--- config.mk ---
export PLATFORM = sky130hd
export DESIGN_NAME = string_to_integer_parser_top
export DESIGN_NICKNAME = d
export VERILOG_FILES = /design/src/rtl/core/s2i_pkg.sv /design/src/rtl/core/s2i_front.sv /design/src/rtl/core/s2i_queue.sv /design/src/rtl/core/s2i_back.sv /design/src/rtl/core/string_to_integer_parser_top.sv
export VERILOG_INCLUDE_DIRS = /design/src /design/src/rtl/core
export SDC_FILE = /design/constraint.sdc
export NUM_CORES = 2
export LEC_CHECK = 0
export BUFFER_PORTS_ARGS = -buffer_cell sky130_fd_sc_hd__buf_2
export CORE_UTILIZATION = 55
export DETAILED_ROUTE_END_ITERATION = 10
export GPL_ROUTABILITY_DRIVEN = 0
export PLACE_DENSITY = 0.78
export SETUP_SLACK_MARGIN = 0.4
export SLEW_MARGIN = 30
export SYNTH_ARGS = -nofsm -noshare
export SYNTH_HDL_FRONTEND = slang
export SYNTH_SLANG_ARGS = --single-unit
--- constraint.sdc ---
create_clock -name aclk -period 13.8 [get_ports aclk]
set_input_delay 1.38 -clock aclk [delete_from_list [all_inputs] [get_ports aclk]]
set_output_delay 1.38 -clock aclk [all_outputs]
set_load 0.005 [all_outputs]
--- src/rtl/core/assert_macros.svh ---
// Assertion macros shared by the parser RTL.
// Included by every file that carries concurrent assertions; no other dependencies.
`ifndef ASSERT_MACROS_SVH
`define ASSERT_MACROS_SVH

// Condition must hold at every clock edge outside reset
`define ASSERT_ALWAYS(lbl, cond, msg) \
    lbl: assert property (@(posedge aclk) disable iff (!aresetn) (cond)) else $error(msg);

// Same-cycle implication
`define ASSERT_IMPLY(lbl, ante, cons, msg) \
    lbl: assert property (@(posedge aclk) disable iff (!aresetn) (ante) |-> (cons)) else $error(msg);

// Next-cycle implication
`define ASSERT_NEXT(lbl, ante, cons, msg) \
    lbl: assert property (@(posedge aclk) disable iff (!aresetn) (ante) |=> (cons)) else $error(msg);

`endif

--- src/rtl/core/s2i_pkg.sv ---
// Shared types, constants and helper functions for the string to integer parser.
// No dependencies; imported by every module of the block.
package s2i_pkg;

    localparam int ACC_W        = 64;
    localparam int BASE_W       = 6;
    localparam int DIGIT_W      = 6;
    localparam int PROD_W       = ACC_W + BASE_W;
    localparam int END_OFFSET_W = 12;

    localparam int QUEUE_DEPTH = 4;
    localparam int PTR_W       = $clog2(QUEUE_DEPTH);
    localparam int FILL_W      = $clog2(QUEUE_DEPTH + 1);

    // Configuration register indexes
    localparam int CFG_INDEX_W = 1;
    localparam logic [CFG_INDEX_W-1:0] CFG_BASE_SELECT     = 1'b0;
    localparam logic [CFG_INDEX_W-1:0] CFG_MAGNITUDE_LIMIT = 1'b1;

    // Character codes
    localparam logic [7:0] CHAR_NUL   = 8'h00;
    localparam logic [7:0] CHAR_SPACE = 8'h20;
    localparam logic [7:0] CHAR_PLUS  = 8'h2B;
    localparam logic [7:0] CHAR_MINUS = 8'h2D;
    localparam logic [7:0] CHAR_ZERO  = 8'h30;
    localparam logic [7:0] CHAR_SEVEN = 8'h37;
    localparam logic [7:0] CHAR_NINE  = 8'h39;
    localparam logic [7:0] CHAR_UC_A  = 8'h41;
    localparam logic [7:0] CHAR_UC_B  = 8'h42;
    localparam logic [7:0] CHAR_UC_X  = 8'h58;
    localparam logic [7:0] CHAR_UC_Z  = 8'h5A;
    localparam logic [7:0] CHAR_LC_A  = 8'h61;
    localparam logic [7:0] CHAR_LC_B  = 8'h62;
    localparam logic [7:0] CHAR_LC_X  = 8'h78;
    localparam logic [7:0] CHAR_LC_Z  = 8'h7A;

    localparam logic [BASE_W-1:0]  BASE_BIN  = 6'd2;
    localparam logic [BASE_W-1:0]  BASE_OCT  = 6'd8;
    localparam logic [BASE_W-1:0]  BASE_DEC  = 6'd10;
    localparam logic [BASE_W-1:0]  BASE_HEX  = 6'd16;
    localparam logic [BASE_W-1:0]  BASE_MAX  = 6'd36;
    localparam logic [DIGIT_W-1:0] NOT_DIGIT = 6'd63;

    typedef struct packed {
        logic [7:0] char_code;
        logic       last_char;
    } in_item_t;

    typedef struct packed {
        logic [ACC_W-1:0]        value;
        logic                    overflow;
        logic [END_OFFSET_W-1:0] end_offset;
    } out_item_t;

    // Word passed from the front to the back through the queue
    typedef struct packed {
        logic               take;
        logic               digit_op;
        logic               set_neg;
        logic               neg_val;
        logic               last;
        logic [DIGIT_W-1:0] digit;
        logic [BASE_W-1:0]  base;
    } cmd_t;

    typedef enum logic [2:0] {
        PH_SPACE,
        PH_PREFIX,
        PH_AFTER_ZERO,
        PH_ZEROS,
        PH_DIGITS,
        PH_STOPPED
    } phase_t;

    typedef enum logic [1:0] {
        BK_IDLE,
        BK_MUL,
        BK_CHECK,
        BK_EMIT
    } back_state_t;

    function automatic logic [DIGIT_W-1:0] digit_value(input logic [7:0] c);
        logic [7:0] d;
        d = {2'b00, NOT_DIGIT};
        if (c >= CHAR_ZERO && c <= CHAR_NINE) begin
            d = c - CHAR_ZERO;
        end else if (c >= CHAR_UC_A && c <= CHAR_UC_Z) begin
            d = c - CHAR_UC_A + 8'd10;
        end else if (c >= CHAR_LC_A && c <= CHAR_LC_Z) begin
            d = c - CHAR_LC_A + 8'd10;
        end
        return d[DIGIT_W-1:0];
    endfunction

    function automatic logic [BASE_W-1:0] clamp_base(input logic [BASE_W-1:0] b);
        return (b > BASE_MAX) ? BASE_MAX : b;
    endfunction

endpackage

--- src/rtl/core/s2i_front.sv ---
// Front end: takes one character per word, tracks the prefix phase and base,
// and issues commands to the back end. Depends on s2i_pkg.
module s2i_front import s2i_pkg::*; (
    input  logic              aclk,
    input  logic              aresetn,
    input  logic [BASE_W-1:0] base_select,
    input  logic              s_valid,
    output logic              s_ready,
    input  in_item_t          s_data,
    output logic              push_valid,
    input  logic              push_ready,
    output cmd_t              push_cmd
);

    phase_t             phase_reg, phase_next;
    logic [BASE_W-1:0]  base_reg, base_next;
    phase_t             eff_phase;
    logic [BASE_W-1:0]  eff_base;
    logic [BASE_W-1:0]  cfg_base;
    logic [DIGIT_W-1:0] digit;
    logic               digit_ok;
    logic               s_fire, end_str;
    logic               is_nul, is_space, is_sign, is_minus, is_zero;
    logic               is_bin, is_hex, is_oct;
    cmd_t               cmd;

    assign s_ready  = push_ready;
    assign s_fire   = s_valid && s_ready;

    assign is_nul   = (s_data.char_code == CHAR_NUL);
    assign is_space = (s_data.char_code == CHAR_SPACE);
    assign is_minus = (s_data.char_code == CHAR_MINUS);
    assign is_sign  = is_minus || (s_data.char_code == CHAR_PLUS);
    assign is_zero  = (s_data.char_code == CHAR_ZERO);
    assign is_bin   = (s_data.char_code == CHAR_LC_B) || (s_data.char_code == CHAR_UC_B);
    assign is_hex   = (s_data.char_code == CHAR_LC_X) || (s_data.char_code == CHAR_UC_X);
    assign is_oct   = (s_data.char_code >= CHAR_ZERO) && (s_data.char_code <= CHAR_SEVEN);
    assign end_str  = is_nul || s_data.last_char;
    assign cfg_base = clamp_base(base_select);

    // Resolve fall-through: the phase in which this character is finally handled
    always_comb begin
        eff_phase = phase_reg;
        eff_base  = base_reg;
        if (eff_phase == PH_SPACE && !is_space && !is_sign) begin
            eff_phase = PH_PREFIX;
        end
        if (eff_phase == PH_PREFIX && !is_zero) begin
            eff_base  = (base_select != '0) ? cfg_base : BASE_DEC;
            eff_phase = PH_ZEROS;
        end
        if (eff_phase == PH_AFTER_ZERO && !is_bin && !is_hex) begin
            if (base_select != '0) begin
                eff_base = cfg_base;
            end else begin
                eff_base = is_oct ? BASE_OCT : BASE_DEC;
            end
            eff_phase = PH_ZEROS;
        end
        if (eff_phase == PH_ZEROS && !is_zero) begin
            eff_phase = PH_DIGITS;
        end
    end

    assign digit    = digit_value(s_data.char_code);
    assign digit_ok = (digit < eff_base);

    // Next state
    always_comb begin
        phase_next = phase_reg;
        base_next  = base_reg;
        if (s_fire) begin
            if (!is_nul) begin
                base_next = eff_base;
                unique case (eff_phase)
                    PH_SPACE: begin
                        phase_next = is_sign ? PH_PREFIX : PH_SPACE;
                    end
                    PH_PREFIX: begin
                        phase_next = PH_AFTER_ZERO;
                    end
                    PH_AFTER_ZERO: begin
                        phase_next = PH_ZEROS;
                        if (base_select != '0) begin
                            base_next = cfg_base;
                        end else begin
                            base_next = is_bin ? BASE_BIN : BASE_HEX;
                        end
                    end
                    PH_ZEROS: begin
                        phase_next = PH_ZEROS;
                    end
                    PH_DIGITS: begin
                        phase_next = digit_ok ? PH_DIGITS : PH_STOPPED;
                    end
                    default: begin
                        phase_next = PH_STOPPED;
                    end
                endcase
            end
            if (end_str) begin
                phase_next = PH_SPACE;
                base_next  = '0;
            end
        end
    end

    // Outputs
    always_comb begin
        cmd          = '0;
        cmd.last     = end_str;
        cmd.digit    = digit;
        cmd.base     = eff_base;
        cmd.neg_val  = is_minus;
        if (!is_nul) begin
            unique case (eff_phase)
                PH_SPACE: begin
                    cmd.take    = 1'b1;
                    cmd.set_neg = is_sign;
                end
                PH_PREFIX, PH_AFTER_ZERO, PH_ZEROS: begin
                    cmd.take = 1'b1;
                end
                PH_DIGITS: begin
                    cmd.digit_op = digit_ok;
                end
                default: begin
                    cmd.take = 1'b0;
                end
            endcase
        end
        push_cmd   = cmd;
        // drop words that change nothing downstream
        push_valid = s_fire && (cmd.take || cmd.digit_op || cmd.last);
    end

    always_ff @(posedge aclk) begin
        if (!aresetn) begin
            phase_reg <= PH_SPACE;
            base_reg  <= '0;
        end else begin
            phase_reg <= phase_next;
            base_reg  <= base_next;
        end
    end

endmodule

--- src/rtl/core/s2i_queue.sv ---
// Short command queue between front and back ends, register based.
// Depends on s2i_pkg and assert_macros.svh.
`include "assert_macros.svh"

module s2i_queue import s2i_pkg::*; (
    input  logic aclk,
    input  logic aresetn,
    input  logic push_valid,
    output logic push_ready,
    input  cmd_t push_cmd,
    output logic pop_valid,
    input  logic pop_ready,
    output cmd_t pop_cmd
);

    cmd_t              mem_reg [QUEUE_DEPTH];
    logic [PTR_W-1:0]  wr_ptr_reg, rd_ptr_reg;
    logic [FILL_W-1:0] fill_reg;
    logic              push, pop;

    assign push_ready = (fill_reg != FILL_W'(QUEUE_DEPTH));
    assign pop_valid  = (fill_reg != '0);
    assign pop_cmd    = mem_reg[rd_ptr_reg];
    assign push       = push_valid && push_ready;
    assign pop        = pop_valid && pop_ready;

    always_ff @(posedge aclk) begin
        if (push) begin
            mem_reg[wr_ptr_reg] <= push_cmd;
        end
    end

    always_ff @(posedge aclk) begin
        if (!aresetn) begin
            wr_ptr_reg <= '0;
            rd_ptr_reg <= '0;
            fill_reg   <= '0;
        end else begin
            if (push) begin
                wr_ptr_reg <= wr_ptr_reg + 1'b1;
            end
            if (pop) begin
                rd_ptr_reg <= rd_ptr_reg + 1'b1;
            end
            if (push && !pop) begin
                fill_reg <= fill_reg + 1'b1;
            end else if (pop && !push) begin
                fill_reg <= fill_reg - 1'b1;
            end
        end
    end

    `ASSERT_ALWAYS(a_fill_bound, fill_reg <= FILL_W'(QUEUE_DEPTH), "queue fill above depth")

endmodule

--- src/rtl/core/s2i_back.sv ---
// Back end: applies commands, runs the multiply and limit check per digit,
// and registers one result per string. Depends on s2i_pkg and assert_macros.svh.
`include "assert_macros.svh"

module s2i_back import s2i_pkg::*; #(
    parameter int MAX_OFFSET = 4095
) (
    input  logic             aclk,
    input  logic             aresetn,
    input  logic [ACC_W-1:0] magnitude_limit,
    input  logic             pop_valid,
    output logic             pop_ready,
    input  cmd_t             pop_cmd,
    output logic             m_valid,
    input  logic             m_ready,
    output out_item_t        m_data
);

    localparam int CNT_W = $clog2(MAX_OFFSET + 1);

    back_state_t        state_reg, state_next;
    cmd_t               cmd_reg;
    logic [PROD_W-1:0]  prod_reg;
    logic [ACC_W-1:0]   acc_reg, acc_next;
    logic [CNT_W-1:0]   count_reg, count_next, count_inc;
    logic               neg_reg, neg_next;
    logic               ovf_reg, ovf_next;
    out_item_t          out_reg;
    logic               m_valid_reg;
    logic               out_load;
    logic [PROD_W:0]    sum;
    logic               over_limit;

    assign count_inc  = (count_reg < CNT_W'(MAX_OFFSET)) ? count_reg + 1'b1 : count_reg;
    assign sum        = {1'b0, prod_reg} + (PROD_W + 1)'(cmd_reg.digit);
    assign over_limit = (sum > (PROD_W + 1)'(magnitude_limit));

    // Next state
    always_comb begin
        state_next = state_reg;
        unique case (state_reg)
            BK_IDLE: begin
                if (pop_valid) begin
                    if (pop_cmd.digit_op && !ovf_reg) begin
                        state_next = BK_MUL;
                    end else if (pop_cmd.last) begin
                        state_next = BK_EMIT;
                    end
                end
            end
            BK_MUL: begin
                state_next = BK_CHECK;
            end
            BK_CHECK: begin
                state_next = cmd_reg.last ? BK_EMIT : BK_IDLE;
            end
            BK_EMIT: begin
                if (out_load) begin
                    state_next = BK_IDLE;
                end
            end
            default: begin
                state_next = BK_IDLE;
            end
        endcase
    end

    // Outputs and datapath updates
    always_comb begin
        pop_ready  = (state_reg == BK_IDLE);
        out_load   = (state_reg == BK_EMIT) && (!m_valid_reg || m_ready);
        acc_next   = acc_reg;
        count_next = count_reg;
        neg_next   = neg_reg;
        ovf_next   = ovf_reg;
        unique case (state_reg)
            BK_IDLE: begin
                if (pop_valid) begin
                    if (pop_cmd.set_neg) begin
                        neg_next = pop_cmd.neg_val;
                    end
                    if (pop_cmd.take) begin
                        count_next = count_inc;
                    end
                end
            end
            BK_CHECK: begin
                // an overflowing digit is not consumed and stops the string
                if (over_limit) begin
                    ovf_next = 1'b1;
                end else begin
                    acc_next   = sum[ACC_W-1:0];
                    count_next = count_inc;
                end
            end
            BK_EMIT: begin
                if (out_load) begin
                    acc_next   = '0;
                    count_next = '0;
                    neg_next   = 1'b0;
                    ovf_next   = 1'b0;
                end
            end
            default: begin
                acc_next = acc_reg;
            end
        endcase
    end

    always_ff @(posedge aclk) begin
        if (pop_valid && pop_ready) begin
            cmd_reg <= pop_cmd;
        end
        if (state_reg == BK_MUL) begin
            prod_reg <= PROD_W'(acc_reg) * PROD_W'(cmd_reg.base);
        end
        if (out_load) begin
            out_reg.overflow   <= ovf_reg;
            out_reg.end_offset <= END_OFFSET_W'(count_reg);
            if (ovf_reg) begin
                out_reg.value <= '0;
            end else if (neg_reg) begin
                out_reg.value <= '0 - acc_reg;
            end else begin
                out_reg.value <= acc_reg;
            end
        end
    end

    always_ff @(posedge aclk) begin
        if (!aresetn) begin
            state_reg   <= BK_IDLE;
            acc_reg     <= '0;
            count_reg   <= '0;
            neg_reg     <= 1'b0;
            ovf_reg     <= 1'b0;
            m_valid_reg <= 1'b0;
        end else begin
            state_reg <= state_next;
            acc_reg   <= acc_next;
            count_reg <= count_next;
            neg_reg   <= neg_next;
            ovf_reg   <= ovf_next;
            if (out_load) begin
                m_valid_reg <= 1'b1;
            end else if (m_ready) begin
                m_valid_reg <= 1'b0;
            end
        end
    end

    assign m_valid = m_valid_reg;
    assign m_data  = out_reg;

    `ASSERT_IMPLY(a_ovf_zero, m_valid_reg && out_reg.overflow, out_reg.value == '0, "overflow result not zero")
    `ASSERT_NEXT(a_mul_check, state_reg == BK_MUL, state_reg == BK_CHECK, "multiply not followed by check")
    `ASSERT_ALWAYS(a_count_sat, count_reg <= CNT_W'(MAX_OFFSET), "consumed count past saturation")

endmodule

--- src/rtl/core/string_to_integer_parser_top.sv ---
// Top level of the string to integer parser: configuration registers and the
// front, queue and back instances. Depends on s2i_pkg, s2i_front, s2i_queue, s2i_back.
//
//   port group   direction  handshake         payload
//   s_*          in         s_valid/s_ready   in_item_t  (char_code, last_char)
//   m_*          out        m_valid/m_ready   out_item_t (value, overflow, end_offset)
//   cfg_*        in         cfg_we            cfg_index, cfg_wdata
//
// The front takes one character word per cycle while the queue has room.
// For a digit the back steps through its pop, 64x6 multiply, and add and limit
// compare states; other characters need only the pop, and a result adds an emit
// state. The back pops a new command only from idle, so its multiply-compare
// sequence sets the sustained rate. Synchronous active-low reset clears all parse
// state and sets base_select to 0 and magnitude_limit to all ones.
// A four-word queue and the output register let the front keep accepting
// while m_ready is held low, until the queue fills.
module string_to_integer_parser_top import s2i_pkg::*; #(
    parameter int MAX_OFFSET = 4095
) (
    input  logic                   aclk,
    input  logic                   aresetn,
    input  logic                   cfg_we,
    input  logic [CFG_INDEX_W-1:0] cfg_index,
    input  logic [ACC_W-1:0]       cfg_wdata,
    input  logic                   s_valid,
    output logic                   s_ready,
    input  in_item_t               s_data,
    output logic                   m_valid,
    input  logic                   m_ready,
    output out_item_t              m_data
);

    logic [BASE_W-1:0] base_select_reg;
    logic [ACC_W-1:0]  magnitude_limit_reg;
    logic              push_valid, push_ready, pop_valid, pop_ready;
    cmd_t              push_cmd, pop_cmd;

    always_ff @(posedge aclk) begin
        if (!aresetn) begin
            base_select_reg     <= '0;
            magnitude_limit_reg <= '1;
        end else if (cfg_we) begin
            unique case (cfg_index)
                CFG_BASE_SELECT: begin
                    base_select_reg <= cfg_wdata[BASE_W-1:0];
                end
                CFG_MAGNITUDE_LIMIT: begin
                    magnitude_limit_reg <= cfg_wdata;
                end
                default: begin
                    base_select_reg <= base_select_reg;
                end
            endcase
        end
    end

    s2i_front u_front (
        .aclk        (aclk),
        .aresetn     (aresetn),
        .base_select (base_select_reg),
        .s_valid     (s_valid),
        .s_ready     (s_ready),
        .s_data      (s_data),
        .push_valid  (push_valid),
        .push_ready  (push_ready),
        .push_cmd    (push_cmd)
    );

    s2i_queue u_queue (
        .aclk       (aclk),
        .aresetn    (aresetn),
        .push_valid (push_valid),
        .push_ready (push_ready),
        .push_cmd   (push_cmd),
        .pop_valid  (pop_valid),
        .pop_ready  (pop_ready),
        .pop_cmd    (pop_cmd)
    );

    s2i_back #(
        .MAX_OFFSET (MAX_OFFSET)
    ) u_back (
        .aclk            (aclk),
        .aresetn         (aresetn),
        .magnitude_limit (magnitude_limit_reg),
        .pop_valid       (pop_valid),
        .pop_ready       (pop_ready),
        .pop_cmd         (pop_cmd),
        .m_valid         (m_valid),
        .m_ready         (m_ready),
        .m_data          (m_data)
    );

endmodule

# Word-level counts from Yosys, hierarchy flattened
# Memory sizes are Yosys's and may differ from the RTL's. A register that Yosys moved wholly into a read port is not among the register bits.
# Cells that the tools add are included.
# word_totals
ff_bits	327
ram_bits	68
input_bits	79
output_inout_bits	79
n_memories	1
# memory_table
memory	depth	word_bits	read_ports	rd_ports_with_merged_regs	write_ports	line	rtl
u_queue.mem_reg	4	17	1	1	1	s2i_queue.sv:16	cmd_t mem_reg [QUEUE_DEPTH];
# classes
add_sub_neg	12
mul	1
n_lt_le_gt_ge	11
n_eq_ne	27
mux	57
bitwise	1
reduce_logical	55
# op_table
op	n
2-to-1 mux 64 bit	3
one-hot mux 64 bit (2 select lines)	1
2-to-1 mux 6 bit	12
adder 70 x 6 -> 71 bit	1
> comparator 71 x 64 -> 1 bit	1
multiplier 64 x 6 -> 70 bit	1
subtractor 1 x 64 -> 64 bit, first input constant	1
2-to-1 mux 12 bit	5
one-hot mux 12 bit (3 select lines)	1
equality test 8 x 6 -> 1 bit, second input constant	4
equality test 8 x 7 -> 1 bit, second input constant	4
2-to-1 mux 3 bit	9
logical AND 1 bit	18
>= comparator 8 x 7 -> 1 bit, second input constant	2
<= comparator 8 x 6 -> 1 bit, second input constant	2
<= comparator 8 x 7 -> 1 bit, second input constant	2
2-to-1 mux 2 bit	8
2-to-1 mux 1 bit	13
adder 12 x 1 -> 12 bit, second input constant	1
adder 6 x 4 -> 6 bit, second input constant	2
equality test 3 x 2 -> 1 bit, second input constant	4
< comparator 12 bit, second input constant	1
one-hot mux 3 bit (4 select lines)	1
subtractor 6 bit, second input constant	2
other kinds (32)	65

# Longest topological paths before layout
# logic_depth
ltp_word	27
depth_mapped	24
depth_no_buf	20

# Cells and area by module
# A second synthesis with hierarchy kept.
# hier_totals
cells_unflattened	3448
hier_area_um2	33055.5
# modules_own_cells
mod	instances	cells_per_inst	area_each_um2	seq_area_each_um2
s2i_back	1	2786	25436.9	6426.2
string_to_integer_parser_top	1	312	3056.7	1401.3
s2i_queue	1	137	2987.9	2222.1
s2i_front	1	213	1574.0	180.2

# Worst setup path before layout
# OpenSTA, ideal clock, no wires.
# synth_timing
path_kind	input port to flip-flop
start	in s_data[2] (netlist name)
end	reg u_queue.fill_reg[2]
arrival_ns	5.517
required_ns	13.724
path_slack_ns	8.207
stages	19
path_buffers	0
path_cell_list	inv_1 ha_1 mux2i_1 mux2i_1 a2111oi_0 nor2_1 o32ai_1 inv_1 ha_1 or2_2 a221oi_1 o211ai_1 a21oi_1 ha_1 inv_1 fa_1 xor2_1 or3_1 a21boi_0
# synth_lines
element	line	rtl
from (decl)	string_to_integer_parser_top.sv:27	input in_item_t s_data,
to (signal assigned)	s2i_queue.sv:46	fill_reg <= fill_reg + 1'b1;
to (signal assigned)	s2i_queue.sv:48	fill_reg <= fill_reg - 1'b1;
to (decl)	s2i_queue.sv:18	logic [FILL_W-1:0] fill_reg;

# Worst setup path after layout
# layout_timing
start	reg u_back.cmd_reg[5] (netlist name)
end	reg u_back.prod_reg[69], data pin
# layout_via
elab_chain_len	1
# layout_rtl
element	line	rtl
from (decl)	s2i_back.sv:22	cmd_t cmd_reg;
from (signal assigned)	s2i_back.sv:112	cmd_reg <= pop_cmd;
multiplier 64 x 6 -> 70 bit	s2i_back.sv:115	prod_reg <= PROD_W'(acc_reg) * PROD_W'(cmd_reg.base);
to (signal assigned)	s2i_back.sv:115	
to (decl)	s2i_back.sv:23	logic [PROD_W-1:0] prod_reg;
# Every way passes these cells.
# A chain may end at the register's enable or synchronous reset.

==> results by stage <==
Hold path:
- The class of the worst hold path is flop to flop.
- The path with the worst hold slack has its endpoint at u_back.m_data[5]$_DFFE_PP_.
- The worst hold path was traced through 0 stages.
- The worst hold path startpoint is u_back.count_reg[5]$_SDFFE_PN0P_.

Setup path:
- At the worst endpoint, the arrival time is 7.35 ns.
- The length in cells of the worst reg-to-reg path is 16.
- The cell family contributing the most delay on the critical path is compound AO/OA/AOI/OAI gates.
- The cell with the largest stage delay on the worst path is a311oi_1.
- The path type of the worst setup path is flop to flop.
- The number of buffers and inverters on the critical path is 2.
- The startpoint of the worst register-to-register path is u_back.cmd_reg[5]$_DFFE_PP_.
- In this run the worst path has a maximum fanout of 64.
- Traced cell by cell, the critical path runs through buf_4 -> nand2_1 -> fa_1 -> inv_1 -> fa_1 -> fa_1 -> ha_1 -> a21oi_1 -> o311ai_0 -> a311oi_1 -> nor4_1 -> nor3_1 -> o211ai_1 -> a2111oi_2 -> o21ai_0 -> a311oi_1.
- The critical path startpoint category is a flop.
- The terminus of the critical flop-to-flop path is u_back.prod_reg[69]$_DFFE_PP_.
- STA classifies the critical path endpoint as a flop.
- The stage delay of the slowest cell on the critical path is 0.68 ns.
- In this run the register-to-register setup slack is 6.89 ns.
- For the worst setup path, the data required time is 14.24 ns.
- By instance count, the cell type seen most on the critical path is fa_1.

Cells and area:
- The number of diodes is 0.
- The post-route netlist has 9.04% of its cells at a drive strength greater than 1.
- The net count reported at finish is 3,834.
- The relative area change from synthesis to final layout is 8.41%.
- Leaving out fill and tap cells, the most frequent cells in the layout are nand2_1, inv_1, fa_1, edfxtp_1.
- The library cell used most frequently in the layout, excluding fill and tap cells, is nand2_1.
- The flip-flop count of the largest register after layout is 77.
- The finished cells cover 33,600 um2.

Die:
- The area of the core region is 55,300 um2.
- The die footprint is 57,200 um2.
- The initialized floorplan defines 86 standard-cell rows.
- Measured along the y axis, the die boundary spans 239 um.
- 158 I/O pins were placed.
- Once the floorplan was initialized, standard cells occupied 56.0% of the core.
- In this run the horizontal extent of the chip is 239 um.

Routing:
- The total length of routed met3 wires is 5980 um.
- The count of nets left with antenna violations once routing finished came out at 0.
- The count of routing violations after the opening detailed-route iteration is 2,164.
- The detailed-routing wirelength on met1 is 32,400 um.
- In the routed design, unresolved DRC markers number 0.
- The via density per instance is 5.91.
- The first TritonRoute pass finished after 6 iterations.
- The final routed wire length divided by cell count is 19.2 um.
- In this run the top signal layer used is met4.
- The routed layout has 24,364 vias.
- For this block, the routed nets add up to 79,000 um of wire.
- The met2 wire length is 37,400 um.

Synthesis:
- The synthesized design contains 228 enable-type register cells.
- The total nets after synthesis is 3,802.
- The cell count after synthesis came out at 3,304.
- The share of async-settable or async-resettable flops after synthesis is 0%.
- The synthesized design contains 397 register bits.
- The share of synthesized area occupied by flip-flops and latches is 33.1%.
- Yosys printed 0 warnings.
- After synthesis, the mean cell area works out to 9.37 um2.
- Yosys mapped the design onto 77 distinct sky130hd cell types.
- The post-synthesis instance area is 30,900 um2.
- The primary flip-flop cell chosen by synthesis mapping is edfxtp_1.

Pwr:
- In this run, flip-flops and latches consume 40.6% of the power.
- Dividing total power by cell area gives a power density of 112 nW/um2.
- Combinational cells account for 27.6% of the total power.
- The net switching component of the power is 1.34 mW.
- VDD sags by at most 0.000124 V.
- The share of total power in the clock network is 31.7%.
- The total leakage power is 15.3 nW.
- Internal power comes to 2.41 mW.
- The switching part of the total power is 35.7%.

Clocking:
- The clock tree synthesis step divided the H-tree into 2 levels.
- Clock tree synthesis inserted a total of 45 buffers.
- After clock tree synthesis, the flow added hold-fix buffers numbering 0.
- The clock-pin slew on the worst setup and hold paths is 0.06 ns.
- The number of gates resized after cts is 0.
- TritonCTS built the clock tree.
- In this run the clock root is driven by a clkbuf_16.
- The largest buffer count on any clock path is 3.
- The number of post-CTS setup repair buffers is 0.
- The clock sink total is 397.
- The clock latency on the worst-skew pair is 0.62 ns.

Timing:
- The relative max-transition margin is 34.5%.
- The top achievable clock speed is 145 MHz.
- Setup repair after global routing left no endpoint under its margin.
- The measured slew at the worst slew-check pin is 0.982 ns.
- The worst-case hold slack is 0.476 ns.
- The clock period minus worst slack is 6.91 ns.
- The count of endpoints failing hold in the final timing report came to 0.
- The number of pins exceeding their max-slew limit in the final report is 0.
- In the finished design, the share of the clock period the worst path needs comes to 50.1%.
- Setup violations remaining at the end of the flow were counted as 0.
- Setup total negative slack on the finished layout was measured at 0 ns.
- The clock arrives with 0.0324 ns of skew.

GRT:
- The wire length of the first global-routing pass is 127,000 um.
- The number of global-route vias before repair is 23,815.
- The initial antenna violation count is 0.
- The largest net degree at the start of global routing is 74.
- The global routing usage summed across all routing layers is 28.3%.
- The overflow left after global routing is 0.

Placed design:
- Once detailed placement completed, the half-perimeter wirelength came to 58,800 um.
- In this run the tool buffered the top-level ports with 157 buffer cells.
- The total placed instance area is 32,100 um2.

Run status:
- The flow ran to the end, and the final reports show no timing, DRC or antenna violations.

Flow run:
- The number of max-capacitance violations reported is 0.
[synthesized netlist by cell type (6+ instances only)]
cell,instances,area share (%)
a211oi_1,12,0.29
a21boi_0,8,0.19
a21o_1,42,1.0
a21oi_1,132,2.1
a221oi_1,12,0.34
a22o_1,61,1.7
a22oi_1,6,0.15
a31oi_1,7,0.14
and2_1,54,1.1
and3_1,25,0.51
and4_1,16,0.45
buf_1,10,0.12
buf_2,11,0.18
buf_6,6,0.22
clkbuf_1,165,2.0
dfxtp_1,169,11
edfxtp_1,228,22
fa_1,251,16
ha_1,168,6.8
inv_1,388,4.7
mux2i_1,24,0.78
mux4_2,17,1.2
nand2_1,562,6.8
nand2b_1,28,0.57
nand3_1,51,0.82
nand4_1,51,1.0
nor2_1,170,2.1
nor2b_1,27,0.55
nor3_1,33,0.53
nor4_1,17,0.34
nor4b_1,7,0.20
o211ai_1,76,1.8
o21a_1,11,0.27
o21ai_0,81,1.3
o21bai_1,22,0.53
o221ai_1,6,0.17
o31ai_1,22,0.53
o41ai_1,11,0.31
or2_2,16,0.32
or3_1,24,0.49
or4_1,16,0.39
xnor2_1,79,2.2
xor2_1,106,3.0
[worst reg2reg max path: cells and delay by family, from the launching register on]
kind / cells / cell delay (ns)
compound gates: 7 / 2.80
flops: 1 / 0.33
simple gates: 3 / 1.00
fa+ha+maj: 4 / 1.95
buf+inv: 2 / 0.67
[final cells by class]
type                    instances  area [um2]
fillers                      4688       21800
multi-input cells            2326       18500
clock inverters                25         253
repair buffers                178         950
flip-flops and latches        397       10200
clock buffers                  59        1220
well taps                     748         936
inverters                     388        1460
[through the flow]
| stage | total power [mW] | utilization [%] | setup WS, ns | std cells |
|---|---|---|---|---|
| 6_report | 3.74 | 60.7 | 6.89 | 4121 |
| 5_1_grt | 3.90 | 60.7 | 6.54 | 4121 |
| 4_1_cts | 3.74 | 60.6 | 6.90 | 4121 |
| 3_5_place_dp | 2.55 | 58.0 | 6.94 | 4037 |
| 3_3_place_gp | 2.53 | 58.0 | 7.14 | 4037 |
| 2_1_floorplan | 2.21 | - | 8.21 | 3304 |
[power groups by stage]
| stage | registers (mW) | clock network (mW) | logic, mW |
|---|---|---|---|
| 3_3_place_gp | 1.54 | 0 | 0.995 |
| 3_5_place_dp | 1.54 | 0 | 1.01 |
| 2_1_floorplan | 1.51 | 0 | 0.703 |
| 6_report | 1.52 | 1.19 | 1.03 |
| 4_1_cts | 1.52 | 1.21 | 1.02 |
| 5_1_grt | 1.53 | 1.25 | 1.12 |
[layer usage]
metal  track usage [%]  vias up
met5                 0        -
met4              11.5        0
met3              4.40      199
met2              46.5     1011
met1              37.4    11900
li1                  -    11254
[worst max path at each step]
| stage | startpoint | end | slack, ns | depth (start not counted) |
|---|---|---|---|---|
| 2_1_floorplan | s_data[2] | u_queue.fill_reg[2]$_SDFFE_PN0P_ | 8.21 | 19 |
| 3_3_place_gp | u_back.cmd_reg[5]$_DFFE_PP_ | u_back.prod_reg[69]$_DFFE_PP_ | 7.14 | 16 |
| 3_5_place_dp | u_back.cmd_reg[5]$_DFFE_PP_ | u_back.prod_reg[69]$_DFFE_PP_ | 6.94 | 16 |
| 4_1_cts | u_back.cmd_reg[5]$_DFFE_PP_ | u_back.prod_reg[69]$_DFFE_PP_ | 6.90 | 16 |
| 5_1_grt | u_back.cmd_reg[5]$_DFFE_PP_ | u_back.prod_reg[69]$_DFFE_PP_ | 6.54 | 16 |
| 6_report | u_back.cmd_reg[5]$_DFFE_PP_ | u_back.prod_reg[69]$_DFFE_PP_ | 6.89 | 16 |
[cells by family after synthesis]
| group | Yosys count | synth area share (%) |
|---|---|---|
| simple gates | 1118 | 16.8 |
| flops | 397 | 33.1 |
| fa+ha+maj | 419 | 23.0 |
| buf+inv | 581 | 7.25 |
| mux | 41 | 2.01 |
| xor+xnor | 185 | 5.24 |
| compound gates | 563 | 12.6 |
Power figures use the tool's default switching activity.
